## config.mk

```make
export PLATFORM = sky130hd
export DESIGN_NAME = irbn_blend
export DESIGN_NICKNAME = d
export VERILOG_FILES = /design/src/hdl/image_resize_bilinear_nearest_defines.svh /design/src/hdl/irbn_pkg.sv /design/src/hdl/irbn_blend.sv
export SDC_FILE = /design/constraint.sdc
export NUM_CORES = 2
export LEC_CHECK = 0
export BUFFER_PORTS_ARGS = -buffer_cell sky130_fd_sc_hd__buf_2
export CAP_MARGIN = 15
export CORE_ASPECT_RATIO = 2
export CORE_MARGIN = 4
export CORE_UTILIZATION = 69
export CTS_CLUSTER_SIZE = 14
export DETAILED_ROUTE_END_ITERATION = 10
export PLACE_DENSITY = 0.87
export SLEW_MARGIN = 20
export SYNTH_ARGS = -nofsm -noshare
export SYNTH_HDL_FRONTEND = slang
export SYNTH_SLANG_ARGS = --single-unit
```

## constraint.sdc

```tcl
create_clock -name clk -period 14.3 [get_ports clk]
set_input_delay 2.86 -clock clk [delete_from_list [all_inputs] [get_ports clk]]
set_output_delay 2.86 -clock clk [all_outputs]
set_load 0.01 [all_outputs]
```

## src/hdl/image_resize_bilinear_nearest_defines.svh

```systemverilog
// ----------------------------------------------------------------------------
// image resize assertion macros
// concurrent checks on clk, disabled while arst_n is low
// ----------------------------------------------------------------------------
`ifndef IMAGE_RESIZE_BILINEAR_NEAREST_DEFINES_SVH
`define IMAGE_RESIZE_BILINEAR_NEAREST_DEFINES_SVH

// same-cycle implication
`define IRBN_ASSERT_IMP(lbl, ante, cons, msg) \
	lbl: assert property (@(posedge clk) disable iff (!arst_n) (ante) |-> (cons)) \
		else $error(msg);

// next-cycle implication
`define IRBN_ASSERT_NXT(lbl, ante, cons, msg) \
	lbl: assert property (@(posedge clk) disable iff (!arst_n) (ante) |=> (cons)) \
		else $error(msg);

`endif

```

## src/hdl/irbn_pkg.sv

```systemverilog
// ----------------------------------------------------------------------------
// irbn_pkg
// shared types and constants of the image resize pipeline
// ----------------------------------------------------------------------------
package irbn_pkg;

	localparam int MAX_SRC_WIDTH_DEF  = 256;
	localparam int MAX_SRC_HEIGHT_DEF = 256;
	localparam int MAX_COMPONENTS_DEF = 4;

	localparam int COORD_W    = 12;
	localparam int DST_W      = 13;
	localparam int PIX_W      = 32;
	localparam int FRAC_W     = 8;
	localparam int CFG_ADDR_W = 3;
	localparam int CFG_DATA_W = 13;

	localparam logic CMD_WRITE       = 1'b0;
	localparam logic CMD_REQUEST     = 1'b1;
	localparam logic FILTER_NEAREST  = 1'b0;
	localparam logic FILTER_BILINEAR = 1'b1;

	localparam logic [CFG_ADDR_W-1:0] REG_SRC_WIDTH  = 3'd0;
	localparam logic [CFG_ADDR_W-1:0] REG_SRC_HEIGHT = 3'd1;
	localparam logic [CFG_ADDR_W-1:0] REG_DST_WIDTH  = 3'd2;
	localparam logic [CFG_ADDR_W-1:0] REG_DST_HEIGHT = 3'd3;
	localparam logic [CFG_ADDR_W-1:0] REG_COMPONENTS = 3'd4;
	localparam logic [CFG_ADDR_W-1:0] REG_FILTER     = 3'd5;

	// per-stage control that travels with each beat
	typedef struct packed {
		logic vld;
		logic req;
	} ctl_t;

	typedef struct packed {
		logic [8:0]  src_width;
		logic [8:0]  src_height;
		logic [12:0] dst_width;
		logic [12:0] dst_height;
		logic [2:0]  components;
		logic        filter_mode;
	} cfg_t;

endpackage

```

## src/hdl/irbn_blend.sv

```systemverilog
// ----------------------------------------------------------------------------
// irbn_blend
// two-stage bilinear blend per component, horizontal then vertical
// ----------------------------------------------------------------------------
module irbn_blend import irbn_pkg::*; #(
	parameter int NCOMP = 4,
	parameter int NCW   = 3
) (
	input  logic               clk,
	input  logic               arst_n,
	input  logic               en,
	input  ctl_t               ctl_in,
	input  logic [8*NCOMP-1:0] tl,
	input  logic [8*NCOMP-1:0] tr,
	input  logic [8*NCOMP-1:0] bl,
	input  logic [8*NCOMP-1:0] br,
	input  logic [FRAC_W-1:0]  fx,
	input  logic [FRAC_W-1:0]  fy,
	input  logic [NCW-1:0]     nc,
	output ctl_t               ctl_out,
	output logic [PIX_W-1:0]   pixel_out
);

	ctl_t              ctl_s5;
	ctl_t              ctl_s6;
	logic [15:0]       top_s5 [NCOMP];
	logic [15:0]       bot_s5 [NCOMP];
	logic [FRAC_W-1:0] fy_s5;
	logic [PIX_W-1:0]  pix_s6;
	logic [15:0]       top_c  [NCOMP];
	logic [15:0]       bot_c  [NCOMP];
	logic [PIX_W-1:0]  pix_c;
	logic [8:0]        wfx;
	logic [8:0]        wfy;

	always_comb begin
		logic [16:0] st;
		logic [16:0] sb;
		wfx = 9'd256 - {1'b0, fx};
		for (int k = 0; k < NCOMP; k++) begin
			st = tl[8*k +: 8] * wfx + tr[8*k +: 8] * fx;
			sb = bl[8*k +: 8] * wfx + br[8*k +: 8] * fx;
			top_c[k] = st[15:0];
			bot_c[k] = sb[15:0];
		end
	end

	always_comb begin
		logic [24:0] acc;
		wfy   = 9'd256 - {1'b0, fy_s5};
		pix_c = '0;
		for (int k = 0; k < NCOMP; k++) begin
			acc = top_s5[k] * wfy + bot_s5[k] * fy_s5;
			if (k < int'(nc)) begin
				pix_c[8*k +: 8] = acc[23:16];
			end
		end
	end

	always_ff @(posedge clk or negedge arst_n) begin
		if (!arst_n) begin
			ctl_s5 <= '0;
			ctl_s6 <= '0;
		end else if (en) begin
			ctl_s5 <= ctl_in;
			ctl_s6 <= ctl_s5;
		end
	end

	always_ff @(posedge clk) begin
		if (en) begin
			top_s5 <= top_c;
			bot_s5 <= bot_c;
			fy_s5  <= fy;
			pix_s6 <= pix_c;
		end
	end

	assign ctl_out   = ctl_s6;
	assign pixel_out = pix_s6;

endmodule

```

==> metrics list <==
- The flow ran to the end, and the final reports show no timing, DRC or antenna violations.
* Setup repair after global routing missed its margin: false
- The initial antenna violation count came to 12.
- In this run the core area contains between 150 and 200 standard-cell rows.
* Floorplan die height: between 400 and 500 um
- Register area share after synthesis: 0.0690
- Max-cap violations: 0
* Top-Level Pins: 186
* Worst setup path startpoint: fx[1]
* Endpoint kind of the worst setup timing path: register
- Multi-input logic area: 60000 um^2
- Worst EP required: 14.59 ns
* Post-Syn Instances: 8124
* Syn Std Cell Area: 74500 um^2
* Reg2Reg Launch Point: fy_s5[3]
- TritonCTS clock tree: done
- The library cell used most frequently in the layout, excluding fill and tap cells, is inv_1.
- Fin. max-slew vios: 0
* Placer congestion estimate: 0.974
- After clock tree synthesis, the clock-pin slew on the worst setup and hold paths is ~0.10 ns.
- Clock period minus final worst setup slack: 10.23 ns
- The count of cells in the finished layout, fillers not included, comes to between 9000 and 10000.
- Counting tap cells, the placed design contains a total of 9415 instances.
- The layout has ~7600 filler cells.
* Area Growth Syn to Fin: 3.52%
- Dividing the final minimum period by the clock period gives 0.716.
* Number of buffers added on ports: about 190
- The core region is 107000 um^2.
* Number of nets still failing antenna checks after routing: 0
- Final setup vio count: 0
- At the worst endpoint, the arrival time is around 11 ns.
* Post-Synthesis Mean Instance Area: 9.17 um^2
* H-tree levels: 4
* Dominant cells by area after synthesis: fa_1 45%, ha_1 13%, inv_1 11%
* Netlist cell types: 61
- DRT Pass-1 Iters: 6
* Iter 0 DRT Violations: 3758
- Kind of start point of the critical path: input pin
* Maximum number of pins on one net before global-route repair: 97
* Sequential cell area: between 5000 and 6000 um^2
* Total negative slack: 0 ns
* Total wire length: 200000 um
- Post-CTS setup-driven buffer insertion count: 0
* Register bit count reported by yosys: 172
- Type of the setup path with the least slack: input pin to register
- After global routing the overflow that remains totals 0.
- The number of nets in the synthesized netlist is 10762.
- In this run, synthesis inferred 168 flip-flops with an integrated enable.
- Clock latency on the worst-skew pair: 0.55 ns
* Yosys warning count: 0
* Max_slew headroom: 0.244
* Total count of hold-check failures in the final report: 0
- Of the cells placed in the final design, the portion with a size suffix greater than 1 is 0.0384.
* Die footprint: roughly 110000 um^2
- The final route contains 55636 vias.
- Worst min path class: register to register
- Gates resized during post-CTS repair numbered 0.
- Gr usage total: 0.368
- The number of global-route vias before repair is 64227.
* Commonest non-fill, non-tap cells in the layout: 2227 x inv_1, 1688 x fa_1, 1170 x and2_1
- Post-cts hold buffer count: 0
- Remaining DRCs: 0
- The clock arrives with roughly 0.029 ns of skew.
- In the synthesized netlist the dominant register cell turns out to be edfxtp_1.
- Total clock sinks: 172
- In the synthesized netlist the async set-or-reset flop fraction comes to 0.0233.
- F_max: slightly below 100 MHz
- In this run the clock root is driven by a clkbuf_16.
* First-pass GRT wire length: ~320000 um
- The share of synthesized area in the top cell type comes to 0.453.
* HPWL reported at the end of detailed placement: roughly 160000 um
- In the final routed layout, each cell accounts on average for between 20 and 25 um.
* Width of the die: 240 um
* Tightest Pin Transition: 1.13 ns
- The largest total area in the synthesized netlist belongs to fa_1.
- Of all nets on the critical path, the largest fanout is 66.
- For this configuration, the core starts out at a cell density of 0.695.
- At the end of the flow, the number of nets in the layout was 10696.
- Clock Tree Buf Depth: 2
* Ratio of routed vias to standard cells: 5.88
* Number of buffers inserted during clock tree synthesis: 17
- In this run the most critical hold path is launched from ctl_s5[1].
cells in the mapped netlist, types with 9 or more instances:
library cell,n
inv_1,2227
fa_1,1688
and2_1,1170
nand2_1,1055
ha_1,798
clkbuf_1,234
edfxtp_1,168
xnor2_1,163
a21oi_1,88
buf_1,84
nor2_1,71
xor2_1,48
nor3_1,41
o21ai_0,41
a21o_1,37
nand3_1,33
o21bai_1,17
nor2b_1,13
a211oi_1,11
or3_1,11
and3_1,10
o311a_1,10
or2_2,10
a31oi_1,9
o21a_1,9
layer usage:
metal / vias up / wire (um) / GRT usage
li1: 23233 / - / -
met1: 28100 / 59200 / 0.370
met2: 2958 / 104000 / 0.647
met3: 1335 / 15000 / 0.0659
met4: 10 / 21800 / 0.316
met5: - / 68 / 0
area by class of cell:
class	instances	share of cell area
Antenna cell	7	0.000227
Tap cell	1376	0.0223
Clock buffer	19	0.00587
Timing Repair Buffer	233	0.0168
Multi-Input combinational cell	5407	0.777
Sequential cell	172	0.0667
Inverter	2227	0.108
Clock inverter	13	0.00229
sequential cells by signal (all words and copies together) (netlist names):
| signal | count |
|---|---|
| bot_s5 | 64 |
| top_s5 | 64 |
| pixel_out | 32 |
| fy_s5 | 8 |
| ctl_out | 2 |
| ctl_s5 | 2 |
metrics by stage:
stage	util	cell area [um^2]	worst slack, ns	hold slack [ns]
after floorplan	-	74500	5.21	0.475
after global placement	0.714	76500	3.82	0.485
after detailed placement	0.714	76500	3.64	0.494
after CTS	0.719	77100	4.19	0.516
after global routing	0.720	77100	3.83	0.522
final	0.720	77100	4.07	0.520
worst paths after layout:
check	to	slack [ns]	cells past startpoint
max	top_s5[47]	4.07	24
min	ctl_out[1]	0.52	1
max reg2reg	pixel_out[0]	5.04	27
min reg2reg	ctl_out[1]	0.52	1
max in group asynchronous	ctl_out[0]	12.09	1
min in group asynchronous	ctl_s5[1]	2.09	1
cells by family after synthesis:
| group | Yosys count | synth area share |
|---|---|---|
| AOI/OAI and AO/OA | 267 | 0.0237 |
| xor gates and xnor gates | 211 | 0.0248 |
| DFF | 172 | 0.0690 |
| muxes | 8 | 0.00121 |
| and+or+nand+nor | 2435 | 0.166 |
| adders and majority gates | 2486 | 0.587 |
| buffers and inverters | 2545 | 0.128 |
worst max-delay path: stages:
cell	delay, ns
buf_2	0.07
buf_4	0.60
inv_1	0.15
ha_2	0.24
nand2_1	0.16
xor2_4	0.88
buf_4	0.56
nand2_1	0.14
fa_1	0.50
inv_1	0.06
fa_1	0.55
fa_1	0.44
fa_1	0.55
inv_1	0.05
fa_1	0.47
fa_1	0.49
inv_1	0.04
ha_1	0.33
a21o_1	0.19
a31oi_1	0.36
o211ai_1	0.24
a31o_2	0.28
a21oi_1	0.18
xnor2_1	0.08
Power is not shown: default switching activity piles up to over one toggle a cycle in this logic, so the estimate is an artifact.
