## config.mk

```make
export PLATFORM = sky130hd
export DESIGN_NAME = irbn_div
export DESIGN_NICKNAME = d
export VERILOG_FILES = /design/src/hdl/image_resize_bilinear_nearest_defines.svh /design/src/hdl/irbn_pkg.sv /design/src/hdl/irbn_div.sv
export SDC_FILE = /design/constraint.sdc
export NUM_CORES = 2
export LEC_CHECK = 0
export BUFFER_PORTS_ARGS = -buffer_cell sky130_fd_sc_hd__buf_2
export CORE_UTILIZATION = 45
export CTS_CLUSTER_SIZE = 40
export DETAILED_ROUTE_END_ITERATION = 10
export PLACE_DENSITY = 0.71
export SYNTH_ARGS = -nofsm -noshare
export SYNTH_HDL_FRONTEND = slang
export SYNTH_SLANG_ARGS = --single-unit
```

## constraint.sdc

```tcl
create_clock -name clk -period 4.25 [get_ports clk]
set_input_delay 0.425 -clock clk [delete_from_list [all_inputs] [get_ports clk]]
set_output_delay 0.425 -clock clk [all_outputs]
set_load 0.01 [all_outputs]
```

## src/hdl/image_resize_bilinear_nearest_defines.svh

```systemverilog
// ----------------------------------------------------------------------------
// image resize assertion macros
// concurrent checks on clk, disabled while arst_n is low
// ----------------------------------------------------------------------------
`ifndef IMAGE_RESIZE_BILINEAR_NEAREST_DEFINES_SVH
`define IMAGE_RESIZE_BILINEAR_NEAREST_DEFINES_SVH

// same-cycle implication
`define IRBN_ASSERT_IMP(lbl, ante, cons, msg) \
	lbl: assert property (@(posedge clk) disable iff (!arst_n) (ante) |-> (cons)) \
		else $error(msg);

// next-cycle implication
`define IRBN_ASSERT_NXT(lbl, ante, cons, msg) \
	lbl: assert property (@(posedge clk) disable iff (!arst_n) (ante) |=> (cons)) \
		else $error(msg);

`endif

```

## src/hdl/irbn_pkg.sv

```systemverilog
// ----------------------------------------------------------------------------
// irbn_pkg
// shared types and constants of the image resize pipeline
// ----------------------------------------------------------------------------
package irbn_pkg;

	localparam int MAX_SRC_WIDTH_DEF  = 256;
	localparam int MAX_SRC_HEIGHT_DEF = 256;
	localparam int MAX_COMPONENTS_DEF = 4;

	localparam int COORD_W    = 12;
	localparam int DST_W      = 13;
	localparam int PIX_W      = 32;
	localparam int FRAC_W     = 8;
	localparam int CFG_ADDR_W = 3;
	localparam int CFG_DATA_W = 13;

	localparam logic CMD_WRITE       = 1'b0;
	localparam logic CMD_REQUEST     = 1'b1;
	localparam logic FILTER_NEAREST  = 1'b0;
	localparam logic FILTER_BILINEAR = 1'b1;

	localparam logic [CFG_ADDR_W-1:0] REG_SRC_WIDTH  = 3'd0;
	localparam logic [CFG_ADDR_W-1:0] REG_SRC_HEIGHT = 3'd1;
	localparam logic [CFG_ADDR_W-1:0] REG_DST_WIDTH  = 3'd2;
	localparam logic [CFG_ADDR_W-1:0] REG_DST_HEIGHT = 3'd3;
	localparam logic [CFG_ADDR_W-1:0] REG_COMPONENTS = 3'd4;
	localparam logic [CFG_ADDR_W-1:0] REG_FILTER     = 3'd5;

	// per-stage control that travels with each beat
	typedef struct packed {
		logic vld;
		logic req;
	} ctl_t;

	typedef struct packed {
		logic [8:0]  src_width;
		logic [8:0]  src_height;
		logic [12:0] dst_width;
		logic [12:0] dst_height;
		logic [2:0]  components;
		logic        filter_mode;
	} cfg_t;

endpackage

```

## src/hdl/irbn_div.sv

```systemverilog
// ----------------------------------------------------------------------------
// irbn_div
// pipelined restoring divider, two lanes, one quotient bit per stage
// ----------------------------------------------------------------------------
module irbn_div import irbn_pkg::*; #(
	parameter int NW  = 29,
	parameter int DW  = 13,
	parameter int QW  = 16,
	parameter int SBW = 8
) (
	input  logic           clk,
	input  logic           arst_n,
	input  logic           en,
	input  ctl_t           ctl_in,
	input  logic [SBW-1:0] side_in,
	input  logic [NW-1:0]  num_x,
	input  logic [DW-1:0]  den_x,
	input  logic [NW-1:0]  num_y,
	input  logic [DW-1:0]  den_y,
	output ctl_t           ctl_out,
	output logic [SBW-1:0] side_out,
	output logic [QW-1:0]  quo_x,
	output logic [QW-1:0]  quo_y
);

	ctl_t           ctl_sn   [QW+1];
	logic [SBW-1:0] side_sn  [QW+1];
	logic [DW-1:0]  rem_x_sn [QW+1];
	logic [QW-1:0]  nq_x_sn  [QW+1];
	logic [DW-1:0]  den_x_sn [QW+1];
	logic [DW-1:0]  rem_y_sn [QW+1];
	logic [QW-1:0]  nq_y_sn  [QW+1];
	logic [DW-1:0]  den_y_sn [QW+1];

	// remainder and numerator/quotient shift word after one bit
	function automatic logic [DW+QW-1:0] div_step(input logic [DW-1:0] r,
		input logic [QW-1:0] nq, input logic [DW-1:0] d);
		logic [DW:0] t;
		logic [DW:0] diff;
		t    = {r, nq[QW-1]};
		diff = t - {1'b0, d};
		if (t >= {1'b0, d}) begin
			return {diff[DW-1:0], nq[QW-2:0], 1'b1};
		end else begin
			return {t[DW-1:0], nq[QW-2:0], 1'b0};
		end
	endfunction

	always_ff @(posedge clk or negedge arst_n) begin
		if (!arst_n) begin
			for (int i = 0; i <= QW; i++) begin
				ctl_sn[i] <= '0;
			end
		end else if (en) begin
			ctl_sn[0] <= ctl_in;
			for (int i = 0; i < QW; i++) begin
				ctl_sn[i+1] <= ctl_sn[i];
			end
		end
	end

	// quotient is known to fit QW bits, so the top part starts below the divisor
	always_ff @(posedge clk) begin
		if (en) begin
			side_sn[0]  <= side_in;
			rem_x_sn[0] <= DW'(num_x >> QW);
			nq_x_sn[0]  <= num_x[QW-1:0];
			den_x_sn[0] <= den_x;
			rem_y_sn[0] <= DW'(num_y >> QW);
			nq_y_sn[0]  <= num_y[QW-1:0];
			den_y_sn[0] <= den_y;
		end
	end

	for (genvar i = 0; i < QW; i++) begin : g_stage
		logic [DW+QW-1:0] nx;
		logic [DW+QW-1:0] ny;
		always_comb begin
			nx = div_step(rem_x_sn[i], nq_x_sn[i], den_x_sn[i]);
			ny = div_step(rem_y_sn[i], nq_y_sn[i], den_y_sn[i]);
		end
		always_ff @(posedge clk) begin
			if (en) begin
				side_sn[i+1]  <= side_sn[i];
				rem_x_sn[i+1] <= nx[DW+QW-1:QW];
				nq_x_sn[i+1]  <= nx[QW-1:0];
				den_x_sn[i+1] <= den_x_sn[i];
				rem_y_sn[i+1] <= ny[DW+QW-1:QW];
				nq_y_sn[i+1]  <= ny[QW-1:0];
				den_y_sn[i+1] <= den_y_sn[i];
			end
		end
	end

	assign ctl_out  = ctl_sn[QW];
	assign side_out = side_sn[QW];
	assign quo_x    = nq_x_sn[QW];
	assign quo_y    = nq_y_sn[QW];

endmodule

```

==> impl_metrics.toml <==
[run_status]
status = "complete, no violations"

[routing]
initialDrtViolationCount = 1739
drc = 0
dr_total_vias = 38200
wl_per_cell_um = 15.4
drtPass1Iterations = 7
ant_nets = 0
drt-vias-per-instance = 5.11
wirelength_um = 115000

[global_routing]
grt_overflow = 0
grt_max_degree = 121
met2_usage_pct = 25.6
grt_use_met3_pct = 2.89
grt_util_met1_pct = 17.0
grt_pass1_vias = 39000
track_usage_pct = 14.7
grt_pass1_wl_um = 189000
antenna_found_initial = 1
busiest_layer = "met2"

[sta]
rsz0062_at_grt = "no"
clock_skew_ps = 28.6
finalCritPeriodShare_pct = 78.0
finalSetupTns_ps = 0
tightest_slew_ps = 907
finalHoldViolCount = 0
slew_viol_final = 0
fmax_mhz = 301
post-route-min-period_ps = 3320
slew_headroom_pct = 39.1
setup_violations = 0

[critical_path]
slowest_delay_ps = 430
cpMaxStageDelayCell = "a221oi_1"
crit_path_cell_trace = "inv_1 > ha_1 > inv_1 > fa_1 > a21oi_1 > o221ai_1 > a221oi_1 > nand2_1 > nand3_1 > nand2_1 > mux2_2"
cp-startpoint = "nq_x_sn[2][15]"
r2r_setup_slack_ps = 930
critPathKind = "flop to flop"
path_depth = 11
cp.arrival_ps = 3850
critPathLaunchType = "flop"
end_kind = "flop"
r2r_end = "rem_x_sn[0][46]"
path_delay_family = "compound AO/OA/AOI/OAI gates"
critPathBufInv = 2
worstReg2RegStart = "nq_x_sn[2][15]"
rr_worst_depth = 11
cp_max_fo = 13
endpoint = "rem_x_sn[0][46]"
worstPathRequired_ps = 4780

[cts]
numCtsBuffers = 166
clockRootBuffer = "clkbuf_16"
tritoncts = "yes"
cts_sinks = 1546
cts.path.max_buffers = 3
post_cts_resized = 0
cts.htree.levels = 4
clk_pin_slew_ps = 60
clk_latency_ps = 790

[worst_hold_path]
hold_depth = 1
min_path_type = "input pin to flop"
hold_start = "en"

[power_and_ir_drop]
p_leak_uw = 0.0316
ir_worst_vdd_mv = 0.391
power_density_nw_per_um2 = 674

[die]
die_height_um = 397
fp-row-count = 144
start_util_pct = 45.5
die_x_um = 397
ioPinCount = 139
core_um2 = 155000
die_area_um2 = 158000

[yosys]
synthTopCellsByCount = "1512 x edfxtp_1, 525 x inv_1, 416 x ha_1"
synth-edff-count = 1512
yosys-top-cells-area = "edfxtp_1 65%, ha_1 7.4%, mux2_2 4.4%"
synth_nets = 5440
ys_ff_latch = 1546
synth.most_common_cell = "edfxtp_1"
synth_area_leader_cell = "edfxtp_1"
syn_inst = 4897
synthArstFlopShare_pct = 2.20
synth_area_per_cell_um2 = 14.4
synth_top_area_share_pct = 64.5
synth_ff_type = "edfxtp_1"
synth_area_um2 = 70400
yosysUniqueCellTypes = 80
yosysWarnings = 0
ys_seq_area_share_pct = 65.7

[place]
io_buffers = 138
post_dp_cell_area_um2 = 73800
dp_hpwl_um = 79600
place_congestion = 0.901

[cells_and_area]
fill_cells = 12700
area_delta_synth_final_pct = 14.0
multiInputGateArea_um2 = 21800
nets = 5831
final-seq-area_um2 = 46300
layout-drive-gt1-share_pct = 14.0
design_area_um2 = 80200

[job]
maxCapViolCount = 0
==> metal layers <==
layer | up-vias | wire length (um)
li1 | 19000 | -
met5 | - | 0
met4 | 0 | 5500
met3 | 314 | 4150
met1 | 18100 | 48900
met2 | 714 | 56800
==> state kept, by name, summed over array words and instances (netlist names) <==
name,count
nq_x_sn,272
nq_y_sn,272
den_x_sn,208
den_y_sn,208
rem_x_sn,208
rem_y_sn,208
side_sn,136
ctl_sn,32
ctl_out,2
==> cells by family (layout without fill, tap and decap cells) <==
family                     after synthesis  in the layout  share of synthesized area [%]
AOI/OAI and AO/OA                      912            912                           8.55
xor gates and xnor gates               267            267                           3.32
adders and majority gates              446            446                           8.25
buffers and inverters                  583           1111                           3.22
DFF                                   1546           1546                           65.7
muxes                                  329            329                           5.18
other                                    0              1                              0
and+or+nand+nor                        814            814                           5.74
==> report_power, final <==
group          internal (uW)  leakage [uW]  switching (uW)
clock network           8250       0.00265            5820
logic                   8510        0.0137            9070
registers              20900        0.0152            1540
==> cell type report <==
type / instances / share of cell area, %
diodes: 1 / 0.00312
clock buffers: 198 / 5.46
clock inverters: 107 / 1.29
inverters: 526 / 2.46
multi-input cells: 2768 / 27.2
flip-flops and latches: 1546 / 57.7
well taps: 2044 / 3.19
repair buffers: 280 / 2.68
==> worst reg2reg max path: stages, from the launching register on <==
cell	delay [ps]
edfxtp_1	350
inv_1	80
ha_1	180
inv_1	60
fa_1	400
a21oi_1	280
o221ai_1	250
a221oi_1	430
nand2_1	130
nand3_1	130
nand2_1	350
mux2_2	410
==> layout by cell type (no fill, tap or decap), types with 14 or more instances in the layout <==
| cell | instances |
|---|---|
| a211o_1 | 24 |
| a211oi_1 | 16 |
| a21o_1 | 134 |
| a21oi_1 | 227 |
| a31oi_1 | 34 |
| and3_1 | 19 |
| buf_2 | 137 |
| buf_4 | 36 |
| bufinv_16 | 14 |
| clkbuf_1 | 26 |
| clkbuf_16 | 170 |
| clkinv_1 | 35 |
| clkinv_2 | 36 |
| dfrtp_1 | 34 |
| dlygate4sd3_1 | 95 |
| edfxtp_1 | 1512 |
| fa_1 | 30 |
| ha_1 | 416 |
| inv_1 | 525 |
| mux2_2 | 275 |
| mux2i_1 | 46 |
| nand2_1 | 211 |
| nand2b_1 | 67 |
| nand3_1 | 51 |
| nand4_1 | 48 |
| nor2_1 | 198 |
| nor2b_1 | 63 |
| nor3_1 | 76 |
| o211ai_1 | 26 |
| o21a_1 | 54 |
| o21ai_0 | 200 |
| o21bai_1 | 18 |
| o31a_1 | 18 |
| o31ai_1 | 36 |
| or2_2 | 17 |
| xnor2_1 | 138 |
| xor2_1 | 129 |
==> metrics by stage <==
| step | total power (uW) | std cells | hold WS (ps) | util [%] | setup slack [ps] |
|---|---|---|---|---|---|
| after floorplan | 36200 | 4897 | 129 | - | 1310 |
| after global placement | 39600 | 7069 | 400 | 47.8 | 1070 |
| after detailed placement | 40100 | 7069 | 405 | 47.8 | 965 |
| after CTS | 54600 | 7469 | 131 | 51.9 | 957 |
| after global routing | 57500 | 7470 | 153 | 51.9 | 677 |
| final | 54100 | 7470 | 170 | 51.9 | 933 |
==> worst min path at each step <==
stage          slack (ps)               to
2_1_floorplan         130       ctl_out[0]
3_3_place_gp          400    side_sn[1][3]
3_5_place_dp          400  nq_x_sn[12][15]
4_1_cts               130   nq_x_sn[1][10]
5_1_grt               150   nq_x_sn[1][10]
6_report              170   nq_x_sn[1][10]
==> timing repair <==
item | in CTS | in global routing
endpoints found under the hold margin | 128 | 0
hold buffers | 95 | 0
buffers inserted | 0 | 0
Note: power is estimated with default switching activity, not from simulation.
